`src/rtl/dtt_pkg.sv`:
```
// Types and constants shared by the divergent thread table.
package dtt_pkg;

    localparam int SLOT_W   = 5;
    localparam int TAG_W    = 6;
    localparam int THREAD_W = 6;
    localparam int WARP_W   = 7;
    localparam int PC_W     = 32;

    // Largest slot count that a slot index can reach
    localparam int SLOT_SPAN = 32;

    localparam logic [TAG_W-1:0]    TAG_NONE    = '1;
    localparam logic [THREAD_W-1:0] THREAD_NONE = '1;
    localparam logic [WARP_W-1:0]   WARP_NONE   = '1;
    localparam logic [PC_W-1:0]     PC_NONE     = '1;

    typedef enum logic [2:0] {
        REQ_SET     = 3'd0,
        REQ_CLEAR   = 3'd1,
        REQ_INVAL   = 3'd2,
        REQ_READ    = 3'd3,
        REQ_FREE    = 3'd4,
        REQ_WARP    = 3'd5,
        REQ_REVERSE = 3'd6
    } req_type_t;

    typedef enum logic [2:0] {
        ST_IDLE,
        ST_DISPATCH,
        ST_READ,
        ST_SCAN,
        ST_DONE
    } state_t;

    typedef struct packed {
        logic [2:0]          req_type;
        logic [SLOT_W-1:0]   slot;
        logic [THREAD_W-1:0] thread_id;
        logic [WARP_W-1:0]   warp_id;
        logic [PC_W-1:0]     reconv_pc;
    } dtt_req_t;

    typedef struct packed {
        logic                hit;
        logic [SLOT_W-1:0]   found_slot;
        logic                slot_valid;
        logic [TAG_W-1:0]    slot_tag;
        logic [THREAD_W-1:0] thread_out;
        logic [WARP_W-1:0]   warp_out;
        logic [PC_W-1:0]     pc_out;
    } dtt_rsp_t;

    typedef struct packed {
        logic [THREAD_W-1:0] thread;
        logic [WARP_W-1:0]   warp;
        logic [PC_W-1:0]     pc;
    } mem_word_t;

endpackage

```
`src/rtl/dtt_stream_if.sv`:
```
// Valid/ready channel carrying one payload per transaction.
interface dtt_stream_if #(
    parameter type payload_t = logic
);
    logic     valid;
    logic     ready;
    payload_t data;

    modport source (output valid, output data, input ready);
    modport sink   (input valid, input data, output ready);
endinterface

```
`src/rtl/divergent_thread_table.sv`:
```
// Divergent thread table: slot store with set/clear/read and sequential searches.
//
//  channel | dir | payload    | transaction
//  --------+-----+------------+-----------------------------
//  req     | in  | dtt_req_t  | req.valid && req.ready
//  rsp     | out | dtt_rsp_t  | rsp.valid && rsp.ready
//
// One request at a time: set, clear, invalidate, bad codes and out-of-range reads go from
// DISPATCH to DONE, a read via READ, a search via SCAN until a match or min(ENTRIES, 32)
// slots, one slot per cycle from the field memory into one shared compare unit.
// Reset clears the valid and written bits at once; no clearing pass.
// A stalled result holds in the output register; the next request is still taken and its
// result waits in DONE, req low, until the register frees.
module divergent_thread_table #(
    parameter int ENTRIES = 32
) (
    input  logic         clk,
    input  logic         rst_n,
    dtt_stream_if.sink   req,
    dtt_stream_if.source rsp
);

    localparam int IDX_W  = (ENTRIES > 1) ? $clog2(ENTRIES) : 1;
    localparam int SCAN_N = (ENTRIES < dtt_pkg::SLOT_SPAN) ? ENTRIES : dtt_pkg::SLOT_SPAN;
    localparam logic [IDX_W-1:0] SCAN_LAST = IDX_W'(SCAN_N - 1);

    dtt_pkg::state_t    state_reg, state_next;
    dtt_pkg::dtt_req_t  op_reg, op_next;
    dtt_pkg::dtt_rsp_t  res_reg, res_next;
    dtt_pkg::dtt_rsp_t  out_data_reg, out_data_next;
    logic               out_valid_reg, out_valid_next;

    logic [ENTRIES-1:0] valid_reg, valid_next;
    logic [ENTRIES-1:0] init_reg, init_next;

    logic [IDX_W-1:0]   scan_idx_reg, scan_idx_next;
    logic [IDX_W-1:0]   chk_idx_reg;
    logic               chk_live_reg, chk_live_next;
    logic               chk_valid_reg;
    logic               chk_init_reg;

    dtt_pkg::mem_word_t mem [ENTRIES];
    dtt_pkg::mem_word_t mem_rd_reg;
    dtt_pkg::mem_word_t mem_wdata;
    logic               mem_we;
    logic [IDX_W-1:0]   rd_addr;

    logic [31:0]        slot_ext;
    logic [31:0]        chk_idx_ext;
    logic [IDX_W-1:0]   op_idx;
    logic               op_in_range;

    logic [dtt_pkg::THREAD_W-1:0] eff_thread;
    logic [dtt_pkg::WARP_W-1:0]   eff_warp;
    logic [dtt_pkg::PC_W-1:0]     eff_pc;
    logic                         warp_eq;
    logic                         thread_eq;
    logic                         match;

    assign slot_ext    = 32'(op_reg.slot);
    assign op_idx      = slot_ext[IDX_W-1:0];
    assign op_in_range = slot_ext < 32'(ENTRIES);
    assign chk_idx_ext = 32'(chk_idx_reg);

    // Unwritten or cleared slots read back as all ones
    assign eff_thread = chk_init_reg ? mem_rd_reg.thread : dtt_pkg::THREAD_NONE;
    assign eff_warp   = chk_init_reg ? mem_rd_reg.warp   : dtt_pkg::WARP_NONE;
    assign eff_pc     = chk_init_reg ? mem_rd_reg.pc     : dtt_pkg::PC_NONE;

    // Shared compare unit
    assign warp_eq   = eff_warp == op_reg.warp_id;
    assign thread_eq = eff_thread == op_reg.thread_id;

    always_comb
    begin
        case (dtt_pkg::req_type_t'(op_reg.req_type))
            dtt_pkg::REQ_FREE:    match = !chk_valid_reg;
            dtt_pkg::REQ_WARP:    match = chk_valid_reg && warp_eq;
            dtt_pkg::REQ_REVERSE: match = warp_eq && thread_eq;
            default:              match = 1'b0;
        endcase
    end

    assign req.ready = (state_reg == dtt_pkg::ST_IDLE);
    assign rsp.valid = out_valid_reg;
    assign rsp.data  = out_data_reg;

    always_comb
    begin
        state_next     = state_reg;
        op_next        = op_reg;
        res_next       = res_reg;
        out_data_next  = out_data_reg;
        out_valid_next = out_valid_reg && !rsp.ready;
        valid_next     = valid_reg;
        init_next      = init_reg;
        scan_idx_next  = scan_idx_reg;
        chk_live_next  = 1'b0;
        rd_addr        = scan_idx_reg;
        mem_we         = 1'b0;
        mem_wdata.thread = op_reg.thread_id;
        mem_wdata.warp   = op_reg.warp_id;
        mem_wdata.pc     = op_reg.reconv_pc;

        case (state_reg)
            dtt_pkg::ST_IDLE:
            begin
                if (req.valid)
                begin
                    op_next    = req.data;
                    state_next = dtt_pkg::ST_DISPATCH;
                end
            end

            dtt_pkg::ST_DISPATCH:
            begin
                res_next     = '0;
                res_next.hit = 1'b1;
                rd_addr      = op_idx;
                state_next   = dtt_pkg::ST_DONE;
                case (dtt_pkg::req_type_t'(op_reg.req_type))
                    dtt_pkg::REQ_SET:
                    begin
                        if (op_in_range)
                        begin
                            mem_we             = 1'b1;
                            valid_next[op_idx] = 1'b1;
                            init_next[op_idx]  = 1'b1;
                        end
                    end
                    dtt_pkg::REQ_CLEAR:
                    begin
                        if (op_in_range)
                        begin
                            valid_next[op_idx] = 1'b0;
                            init_next[op_idx]  = 1'b0;
                        end
                    end
                    dtt_pkg::REQ_INVAL:
                    begin
                        if (op_in_range)
                            valid_next[op_idx] = 1'b0;
                    end
                    dtt_pkg::REQ_READ:
                    begin
                        if (op_in_range)
                            state_next = dtt_pkg::ST_READ;
                        else
                            res_next.hit = 1'b0;
                    end
                    dtt_pkg::REQ_FREE, dtt_pkg::REQ_WARP, dtt_pkg::REQ_REVERSE:
                    begin
                        scan_idx_next = '0;
                        state_next    = dtt_pkg::ST_SCAN;
                    end
                    default:
                        res_next.hit = 1'b0;
                endcase
            end

            dtt_pkg::ST_READ:
            begin
                res_next            = '0;
                res_next.hit        = 1'b1;
                res_next.slot_valid = chk_valid_reg;
                res_next.slot_tag   = chk_init_reg ? chk_idx_ext[dtt_pkg::TAG_W-1:0]
                                                   : dtt_pkg::TAG_NONE;
                res_next.thread_out = eff_thread;
                res_next.warp_out   = eff_warp;
                res_next.pc_out     = eff_pc;
                state_next          = dtt_pkg::ST_DONE;
            end

            dtt_pkg::ST_SCAN:
            begin
                // Issue one slot per cycle; compare the slot issued last cycle
                chk_live_next = 1'b1;
                if (scan_idx_reg != SCAN_LAST)
                    scan_idx_next = scan_idx_reg + IDX_W'(1);
                if (chk_live_reg)
                begin
                    if (match)
                    begin
                        res_next     = '0;
                        res_next.hit = 1'b1;
                        if (dtt_pkg::req_type_t'(op_reg.req_type) == dtt_pkg::REQ_WARP)
                            res_next.thread_out = eff_thread;
                        else
                            res_next.found_slot = chk_idx_ext[dtt_pkg::SLOT_W-1:0];
                        chk_live_next = 1'b0;
                        state_next    = dtt_pkg::ST_DONE;
                    end
                    else if (chk_idx_reg == SCAN_LAST)
                    begin
                        res_next = '0;
                        if (dtt_pkg::req_type_t'(op_reg.req_type) == dtt_pkg::REQ_WARP)
                            res_next.thread_out = dtt_pkg::THREAD_NONE;
                        chk_live_next = 1'b0;
                        state_next    = dtt_pkg::ST_DONE;
                    end
                end
            end

            dtt_pkg::ST_DONE:
            begin
                // Hold until the output register is free
                if (!out_valid_reg || rsp.ready)
                begin
                    out_data_next  = res_reg;
                    out_valid_next = 1'b1;
                    state_next     = dtt_pkg::ST_IDLE;
                end
            end

            default:
                state_next = dtt_pkg::ST_IDLE;
        endcase
    end

    always_ff @(posedge clk or negedge rst_n)
    begin
        if (!rst_n)
        begin
            state_reg     <= dtt_pkg::ST_IDLE;
            out_valid_reg <= 1'b0;
            valid_reg     <= '0;
            init_reg      <= '0;
            chk_live_reg  <= 1'b0;
            scan_idx_reg  <= '0;
        end
        else
        begin
            state_reg     <= state_next;
            out_valid_reg <= out_valid_next;
            valid_reg     <= valid_next;
            init_reg      <= init_next;
            chk_live_reg  <= chk_live_next;
            scan_idx_reg  <= scan_idx_next;
        end
    end

    always_ff @(posedge clk)
    begin
        op_reg        <= op_next;
        res_reg       <= res_next;
        out_data_reg  <= out_data_next;
        chk_idx_reg   <= rd_addr;
        chk_valid_reg <= valid_reg[rd_addr];
        chk_init_reg  <= init_reg[rd_addr];
    end

    always_ff @(posedge clk)
    begin
        if (mem_we)
            mem[op_idx] <= mem_wdata;
        mem_rd_reg <= mem[rd_addr];
    end

endmodule
```
`src/flat_wrapper.sv`:
```
// flat-port wrapper written by rule: the top's interface ports become plain ports
module divergent_thread_table_flat 
#(
    parameter int ENTRIES = 32
)
  (clk, rst_n, req_valid, req_data, req_ready, rsp_valid, rsp_data, rsp_ready);
  dtt_stream_if req_i ();
  dtt_stream_if rsp_i ();
  input  logic clk;
  input  logic rst_n;
  input wire logic [$bits(req_i.valid)-1:0] req_valid;
  input wire logic [$bits(req_i.data)-1:0] req_data;
  output wire logic [$bits(req_i.ready)-1:0] req_ready;
  output wire logic [$bits(rsp_i.valid)-1:0] rsp_valid;
  output wire logic [$bits(rsp_i.data)-1:0] rsp_data;
  input wire logic [$bits(rsp_i.ready)-1:0] rsp_ready;
  assign req_i.valid = req_valid;
  assign req_i.data = req_data;
  assign req_ready = req_i.ready;
  assign rsp_valid = rsp_i.valid;
  assign rsp_data = rsp_i.data;
  assign rsp_i.ready = rsp_ready;
  divergent_thread_table #(.ENTRIES(ENTRIES)) u_core (.clk(clk), .rst_n(rst_n), .req(req_i), .rsp(rsp_i));
endmodule
```
`config.mk`:
```
export PLATFORM = sky130hd
export DESIGN_NAME = divergent_thread_table_flat
export DESIGN_NICKNAME = d
export VERILOG_FILES = /design/src/rtl/dtt_pkg.sv /design/src/rtl/dtt_stream_if.sv /design/src/rtl/divergent_thread_table.sv /design/src/flat_wrapper.sv
export SDC_FILE = /design/constraint.sdc
export NUM_CORES = 1
export LEC_CHECK = 0
export BUFFER_PORTS_ARGS = -buffer_cell sky130_fd_sc_hd__buf_2
export CAP_MARGIN = 20
export CORE_AREA = 10 10 47 49
export CTS_BUF_LIST = sky130_fd_sc_hd__clkbuf_8
export DETAILED_ROUTE_END_ITERATION = 10
export DIE_AREA = 0 0 57 59
export GPL_TIMING_DRIVEN = 0
export PLACE_DENSITY = 0.3
export SLEW_MARGIN = 20
export SYNTH_ARGS = -nofsm -noshare
export SYNTH_HDL_FRONTEND = slang
export SYNTH_SLANG_ARGS = --single-unit
```
`constraint.sdc`:
```
create_clock -name clk -period 0.9 [get_ports clk]
set_input_delay 0.045 -clock clk [delete_from_list [all_inputs] [get_ports clk]]
set_output_delay 0.045 -clock clk [all_outputs]
set_load 0.03 [all_outputs]
```
==> results.ini, run 1 <==
[status]
status=finished with violations
violations=setup timing

[detailed_routing]
drt-wirelength-per-cell_um=9.79
vias_per_cell=3.00
finalWirelength_um=382
dr.pass1.iters=1
drc=0
ant_nets=0
vias=117
drt_iter0_markers=0

[logic_synthesis]
ys_types=8
netlist_instances=12
yosysSeqAreaShare=0.577
ys_seq_elements=3
syn_area_per_cell_um2=10.8
synth_warnings=0
synth_area_um2=130
synthesis.nets=17

[final_layout]
layout_common_cells=buf_2 (4), nand2b_1 (3), clkbuf_8 (3), dfrtp_1 (3), buf_4 (2)
finalNetCount=29
drive_gt1_frac=0.522
stdcell_count=39
area_growth_pct=91.3
largest_reg_flops=2
final_area_um2=249
final_util=0.178
n_antenna_cell=0
final_common_cell=buf_2

[clock_tree]
clk_transition_reported_paths_ns=0.03
cts.sinks=3
htreeDepth=1
cts.path.max_buffers=2
insertion_delay_ns=0.22
root_buffer=clkbuf_8
cts_inserted_buffers=3
tritoncts=done

[setup_path]
reg2reg_depth=3
worstPathRequired_ns=0.85
start_kind=flip-flop
critPathKind=reg -> out
cp.arrival_ns=0.87
end_kind=output pin
worst-path-max-fanout=2

[die]
core_mm2=0.00140
die_w_um=57
placementRows=14
die_area_mm2=0.00336
die_h_um=59
ios=8
start_util=0.0929

[global_routing]
grt_pass1_wl_um=586
track_usage=0.0282
grt_pass1_vias=140
grt_max_degree=4
overflow=0
antenna_found_initial=0

[place]
portBuffers=5
place_ws_ns=0.120
placed_area_um2=180
place_congestion=0.634
post-place-cells=33

[timing]
hold_viol_final=0
fin_worst_skew_ns=0.00351
period_share=1.02
period_needed_ns=0.916
hold_ws_ns=0.0376
finalSetupViolations=1
layout_setup_ws_ns=-0.0163
timing.fmax_mhz=1090
tns_ns=-0.0163
grt_setup_unrepaired=yes
drv_slew=0

[pwr]
leakage_nw=0.126
power_density_mw_per_mm2=3460
p_total_uw=863
peakVddDrop_mv=1.10

[hold_path]
hp-class=in -> reg
min_delay_path_depth=2

[job]
drv_cap=0

==> worst paths after layout <==
| check | to | from | slack, ns |
|---|---|---|---|
| max | req_ready | u_core.state_reg[2] | -0.02 |
| min | u_core.state_reg[0] | req_valid | 0.04 |
| max reg2reg | u_core.state_reg[2] | u_core.state_reg[2] | 0.08 |
| min reg2reg | u_core.rsp.valid | u_core.rsp.valid | 0.52 |
| max in group asynchronous | u_core.state_reg[2] | rst_n | 0.63 |
| min in group asynchronous | u_core.rsp.valid | rst_n | 0.16 |
==> critical path, stage by stage (launching register included) <==
cell     delay, ns
dfrtp_1       0.40
nor2_4        0.12
buf_6         0.14
==> synthesized netlist by cell type <==
cell | number | share of area
buf_4 | 1 | 0.058
o21ai_2 | 1 | 0.067
nand2_1 | 1 | 0.029
and2_1 | 1 | 0.048
dfrtp_1 | 3 | 0.58
nor2_2 | 1 | 0.048
nand2b_1 | 3 | 0.14
conb_1 | 1 | 0.029
==> metal layers <==
metal,track usage,vias to the layer above,share of wire
met3,0.0515,0,0.28
met4,0.0302,0,0
li1,-,55,-
met2,0.0233,11,0.32
met5,0,-,0
met1,0.0203,51,0.39
==> logic make-up after synthesis <==
logic type / Yosys count / share of synthesized area
simple gates: 6 / 0.269
flops: 3 / 0.577
buf+inv: 1 / 0.0577
other cells: 1 / 0.0288
compound gates: 1 / 0.0673
==> where the power goes <==
part           internal [mW]  switching (mW)
Clock                  0.290          0.0891
Combinational          0.116           0.153
Sequential             0.179          0.0359
==> area by class of cell <==
type / count / area (um^2)
clock inverter: 1 / 3.75
clock buffer: 3 / 41.3
timing repair buffer: 7 / 48.8
fill: 166 / 1150
multi-input combinational: 8 / 52.6
buffer: 1 / 7.51
tap: 16 / 20.0
sequential: 3 / 75.1
==> what timing repair did <==
action	CTS	global route
resized for setup	2	0
hold buffers	1	0
hold endpoints to repair	3	0
gates cloned	0	0
setup endpoints to repair	1	1
buffers inserted	1	0
Note: power is estimated with default switching activity, not from simulation.
==> inputs of run 2 (changes only) <==
--- a/config.mk
+++ b/config.mk
@@ -12,7 +12,8 @@
 export DETAILED_ROUTE_END_ITERATION = 10
 export DIE_AREA = 0 0 57 59
 export GPL_TIMING_DRIVEN = 0
-export PLACE_DENSITY = 0.3
+export MAX_ROUTING_LAYER = met4
+export SETUP_SLACK_MARGIN = 0.5
 export SLEW_MARGIN = 20
 export SYNTH_ARGS = -nofsm -noshare
 export SYNTH_HDL_FRONTEND = slang
==> results.ini, run 2 (synthesis gave the netlist of run 1 again) <==
[final_layout]
largest_reg_flops=2  ; unchanged
drive_gt1_frac=0.545  ; was 0.522
finalNetCount=28  ; was 29
area_growth_pct=91.3  ; unchanged
n_antenna_cell=0  ; unchanged
final_area_um2=249  ; unchanged
layout_common_cells=nand2b_1 (3), clkbuf_8 (3), buf_2 (3)  ; was buf_2 (4), nand2b_1 (3), clkbuf_8 (3), dfrtp_1 (3), buf_4 (2)

[detailed_routing]
ant_nets=0  ; unchanged
drt_iter0_markers=3  ; was 0
dr.pass1.iters=2  ; was 1
vias_per_cell=2.82  ; was 3.00
drc=0  ; unchanged
drt-wirelength-per-cell_um=7.76  ; was 9.79 um
vias=107  ; was 117
finalWirelength_um=295  ; was 382 um

[setup_path]
worstPathRequired_ns=0.85  ; about the same
end_kind=output pin  ; unchanged
worst-path-max-fanout=3  ; was 2
cp.arrival_ns=0.88  ; was 0.87 ns
start_kind=flip-flop  ; unchanged
critPathKind=reg -> out  ; unchanged

[place]
place_ws_ns=0.124  ; was 0.120 ns
place_congestion=0.567  ; was 0.634
portBuffers=5  ; unchanged
placed_area_um2=181  ; was 180 um^2

[die]
placementRows=14  ; unchanged
die_area_mm2=0.00336  ; unchanged
start_util=0.0929  ; unchanged
die_h_um=59  ; unchanged
core_mm2=0.00140  ; unchanged
ios=8  ; unchanged
die_w_um=57  ; unchanged

[clock_tree]
cts_inserted_buffers=3  ; unchanged
insertion_delay_ns=0.21  ; was 0.22 ns
cts.path.max_buffers=2  ; unchanged
htreeDepth=1  ; unchanged
cts.sinks=3  ; unchanged
clk_transition_reported_paths_ns=0.03  ; about the same
root_buffer=clkbuf_8  ; unchanged
tritoncts=done  ; unchanged
post-cts-setup-buffer-count=0  ; was 1

[timing]
timing.fmax_mhz=1090  ; about the same
period_needed_ns=0.920  ; was 0.916 ns
hold_ws_ns=0.0451  ; was 0.0376 ns
layout_setup_ws_ns=-0.0205  ; was -0.0163 ns
grt_setup_unrepaired=yes  ; unchanged
period_share=1.02  ; about the same
hold_viol_final=0  ; unchanged
drv_slew=0  ; unchanged
finalSetupViolations=1  ; unchanged
fin_worst_skew_ns=0.00360  ; was 0.00351 ns

[global_routing]
overflow=0  ; unchanged
track_usage=0.0218  ; was 0.0282
grt_pass1_wl_um=462  ; was 586 um
antenna_found_initial=0  ; unchanged
grt_pass1_vias=122  ; was 140
grt_max_degree=4  ; unchanged

[job]
drv_cap=0  ; unchanged

[pwr]
leakage_nw=0.121  ; was 0.126 nW
power_density_mw_per_mm2=3440  ; was 3460 mW/mm^2
p_total_uw=857  ; was 863 uW
switching_share=0.309  ; was 0.322
intPower_uw=592  ; was 585 uW
p_switching_uw=264  ; was 278 uW
seq_power_share=0.262  ; was 0.249
power_frac_comb=0.303  ; was 0.311
peakVddDrop_mv=0.635  ; was 1.10 mV
clockPowerShare=0.435  ; was 0.440

[status]
violations=setup timing  ; unchanged
status=finished with violations  ; unchanged

[hold_path]
hp-class=in -> reg  ; unchanged

[run 2: through the flow]
step	util	std cells	TNS (ns)
global placement	0.129	33	0
finish	0.178	38	-0.0205
global route	0.178	38	-0.0488
floorplan	-	12	0
detailed placement	0.129	33	0
CTS	0.178	38	-0.0264
[run 2: worst paths after layout]
path | start | to | slack, ns | depth (start not counted)
setup reg to reg | u_core.state_reg[0] | u_core.state_reg[2] | 0.12 | 2
setup / recovery | u_core.state_reg[0] | req_ready | -0.02 | 2
max in group asynchronous | rst_n | u_core.rsp.valid | 0.62 | 2
hold / removal | req_valid | u_core.state_reg[0] | 0.05 | 2
min in group asynchronous | rst_n | u_core.rsp.valid | 0.16 | 2
hold reg to reg | u_core.rsp.valid | u_core.rsp.valid | 0.53 | 2
[run 2: cell type report]
| cell class | count | area, um^2 |
|---|---|---|
| timing repair buffer | 6 | 47.5 |
| clock buffer | 3 | 41.3 |
| buffer | 1 | 7.51 |
| multi-input combinational | 8 | 52.6 |
| clock inverter | 1 | 3.75 |
| tap | 16 | 20.0 |
| fill | 171 | 1150 |
| sequential | 3 | 76.3 |
[run 2: critical path, cell delays in order (launching register included)]
cell     delay [ns]
dfrtp_1        0.40
nor2_4         0.13
buf_6          0.13
[run 2: power by group through the flow]
stage               sequential (mW)  clock [mW]  combinational (mW)
CTS                           0.225       0.381               0.265
detailed placement            0.222           0               0.215
global placement              0.219           0               0.214
floorplan                     0.257           0               0.120
global route                  0.232       0.392               0.286
finish                        0.225       0.373               0.259
[run 2: routing by layer]
layer | global-route usage | part of all wire | vias up | wire, um
li1 | - | - | 53 | -
met1 | 0.0119 | 0.33 | 47 | 97
met2 | 0.0310 | 0.47 | 5 | 139
met3 | 0.0279 | 0.16 | 2 | 47
met4 | 0.0201 | 0.037 | 0 | 11
met5 | - | 0 | - | 0
[run 2: repair_timing]
item | 4_1_cts | 5_1_grt
pin swaps | 2 | 0
endpoints found under the setup margin | 5 | 5
endpoints found under the hold margin | 3 | 0
gates resized for setup | 4 | 0
hold buffers | 1 | 0
==> inputs of run 3 (changes only) <==
--- a/config.mk
+++ b/config.mk
@@ -7,10 +7,10 @@
 export LEC_CHECK = 0
 export BUFFER_PORTS_ARGS = -buffer_cell sky130_fd_sc_hd__buf_2
 export CAP_MARGIN = 20
-export CORE_AREA = 10 10 47 49
+export CORE_AREA = 2 2 39 41
 export CTS_BUF_LIST = sky130_fd_sc_hd__clkbuf_8
 export DETAILED_ROUTE_END_ITERATION = 10
-export DIE_AREA = 0 0 57 59
+export DIE_AREA = 0 0 41 43
 export GPL_TIMING_DRIVEN = 0
 export MAX_ROUTING_LAYER = met4
 export SETUP_SLACK_MARGIN = 0.5
==> constraint.sdc (replaced) <==
create_clock -name clk -period 0.8 [get_ports clk]
set_input_delay 0.04 -clock clk [delete_from_list [all_inputs] [get_ports clk]]
set_output_delay 0.04 -clock clk [all_outputs]
set_load 0.03 [all_outputs]
==> results.ini, run 3 (synthesis gave the netlist of run 1 again) <==
[timing]
layout_setup_ws_ns=-0.110  ; was -0.0205 ns
period_needed_ns=0.910
drv_slew=0  ; unchanged
fin_worst_skew_ns=0.00119  ; was 0.00360 ns
timing.fmax_mhz=1100
hold_viol_final=0  ; unchanged
grt_setup_unrepaired=yes  ; unchanged
finalSetupViolations=3  ; was 1
period_share=1.14

[clock_tree]
insertion_delay_ns=0.21  ; about the same
cts_inserted_buffers=3  ; unchanged
tritoncts=done  ; unchanged
clk_transition_reported_paths_ns=0.03  ; about the same
root_buffer=clkbuf_8  ; unchanged
cts.sinks=3  ; unchanged
htreeDepth=1  ; unchanged
cts.path.max_buffers=2  ; unchanged

[final_layout]
layout_common_cells=buf_4 (3), clkbuf_8 (3), buf_2 (3)  ; was nand2b_1 (3), clkbuf_8 (3), buf_2 (3)
n_antenna_cell=0  ; unchanged
largest_reg_flops=2  ; unchanged
stdcell_count=40  ; was 38
finalNetCount=30  ; was 28
drive_gt1_frac=0.625  ; was 0.545
area_growth_pct=109  ; was 91.3%

[place]
post-place-cells=33  ; unchanged
portBuffers=5  ; unchanged
place_congestion=0.524  ; was 0.567

[detailed_routing]
finalWirelength_um=271  ; was 295 um
vias=115  ; was 107
ant_nets=0  ; unchanged
drt_iter0_markers=0  ; was 3
drc=0  ; unchanged
vias_per_cell=2.88  ; was 2.82
dr.pass1.iters=1  ; was 2
drt-wirelength-per-cell_um=6.78  ; was 7.76 um

[die]
ios=8  ; unchanged
start_util=0.0940  ; was 0.0929
die_w_um=41  ; was 57 um
die_h_um=43  ; was 59 um
die_area_mm2=0.00176  ; was 0.00336 mm^2
placementRows=14  ; unchanged
core_mm2=0.00138  ; was 0.00140 mm^2

[status]
status=finished with violations  ; unchanged
violations=setup timing  ; unchanged

[hold_path]
holdPathEnd=u_core.state_reg[0]  ; unchanged
min-delay-start=req_valid  ; unchanged
hp-class=in -> reg  ; unchanged
min_delay_path_depth=2  ; unchanged

[setup_path]
cp.arrival_ns=0.87  ; was 0.88 ns
critPathKind=reg -> out  ; unchanged
rrSetupSlack_ns=-0.05  ; was 0.12 ns
start_kind=flip-flop  ; unchanged
reg2reg_depth=3  ; was 2
end_kind=output pin  ; unchanged
r2r-start=u_core.state_reg[0]  ; unchanged
worstPathRequired_ns=0.76  ; was 0.85 ns
worst-path-max-fanout=2  ; was 3
r2r_end=u_core.state_reg[2]  ; unchanged

[global_routing]
grt_max_degree=4  ; unchanged
track_usage=0.0412  ; was 0.0218
overflow=0  ; unchanged
antenna_found_initial=0  ; unchanged
grt_pass1_wl_um=372  ; was 462 um
grt_pass1_vias=111  ; was 122

[pwr]
power_density_mw_per_mm2=3780  ; was 3440 mW/mm^2
p_total_mw=1.03  ; was 857 uW
peakVddDrop_mv=0.513  ; was 0.635 mV
leakage_nw=0.135  ; was 0.121 nW

[job]
drv_cap=0  ; unchanged

==> run 3: cell type report <==
cell class                      instances  area [um^2]
Buffer                                  1         7.51
Clock inverter                          1         3.75
Tap cell                               16         20.0
Multi-Input combinational cell          8         60.1
Timing Repair Buffer                    8         62.6
Clock buffer                            3         41.3
Fill cell                             155         1110
Sequential cell                         3         76.3
==> run 3: power breakdown <==
group          internal, mW  switching (mW)  total (mW)
Combinational         0.183           0.178       0.361
Clock                 0.326          0.0921       0.418
Sequential            0.205          0.0433       0.248
==> run 3: per-layer routing <==
layer / up-vias / global-route usage / wire length (um)
li1: 57 / - / -
met1: 55 / 0.0259 / 92
met2: 3 / 0.0438 / 150
met3: 0 / 0.0471 / 28
met4: 0 / 0.0600 / 0
met5: - / - / 0
==> run 3: worst max path at each step <==
stage                     cells past startpoint           startpoint  slack [ns]             endpoint
final                                         2  u_core.state_reg[0]       -0.11            req_ready
after global routing                          2  u_core.state_reg[0]       -0.13            req_ready
after CTS                                     2  u_core.state_reg[2]       -0.11            req_ready
after detailed placement                      2  u_core.state_reg[0]        0.03  u_core.state_reg[2]
after global placement                        2  u_core.state_reg[0]        0.04  u_core.state_reg[2]
after floorplan                               2  u_core.state_reg[2]       -0.02  u_core.state_reg[0]
==> run 3: repair_timing <==
action                     in CTS  in global routing
gates resized for setup         4                  1
pin swaps                       0                  2
gates cloned                    0                  0
setup endpoints to repair       5                  5
setup buffers                   1                  1
hold endpoints to repair        3                  0
hold buffers                    1                  0
==> run 3: critical path: stages (launching register included) <==
cell	delay, ns
dfrtp_1	0.40
nor2_4	0.13
buf_6	0.13
==> run 3: stage by stage <==
stage                util  TNS (ns)  worst slack [ns]  hold slack, ns  instance area (um^2)
finish              0.196    -0.167            -0.110          0.0375                   272
global route        0.196    -0.221            -0.131          0.0418                   272
CTS                 0.185    -0.132            -0.112          0.0263                   256
detailed placement  0.131         0            0.0348          -0.159                   181
global placement    0.131         0            0.0421          -0.162                   181
floorplan               -   -0.0233           -0.0233          -0.256                   136
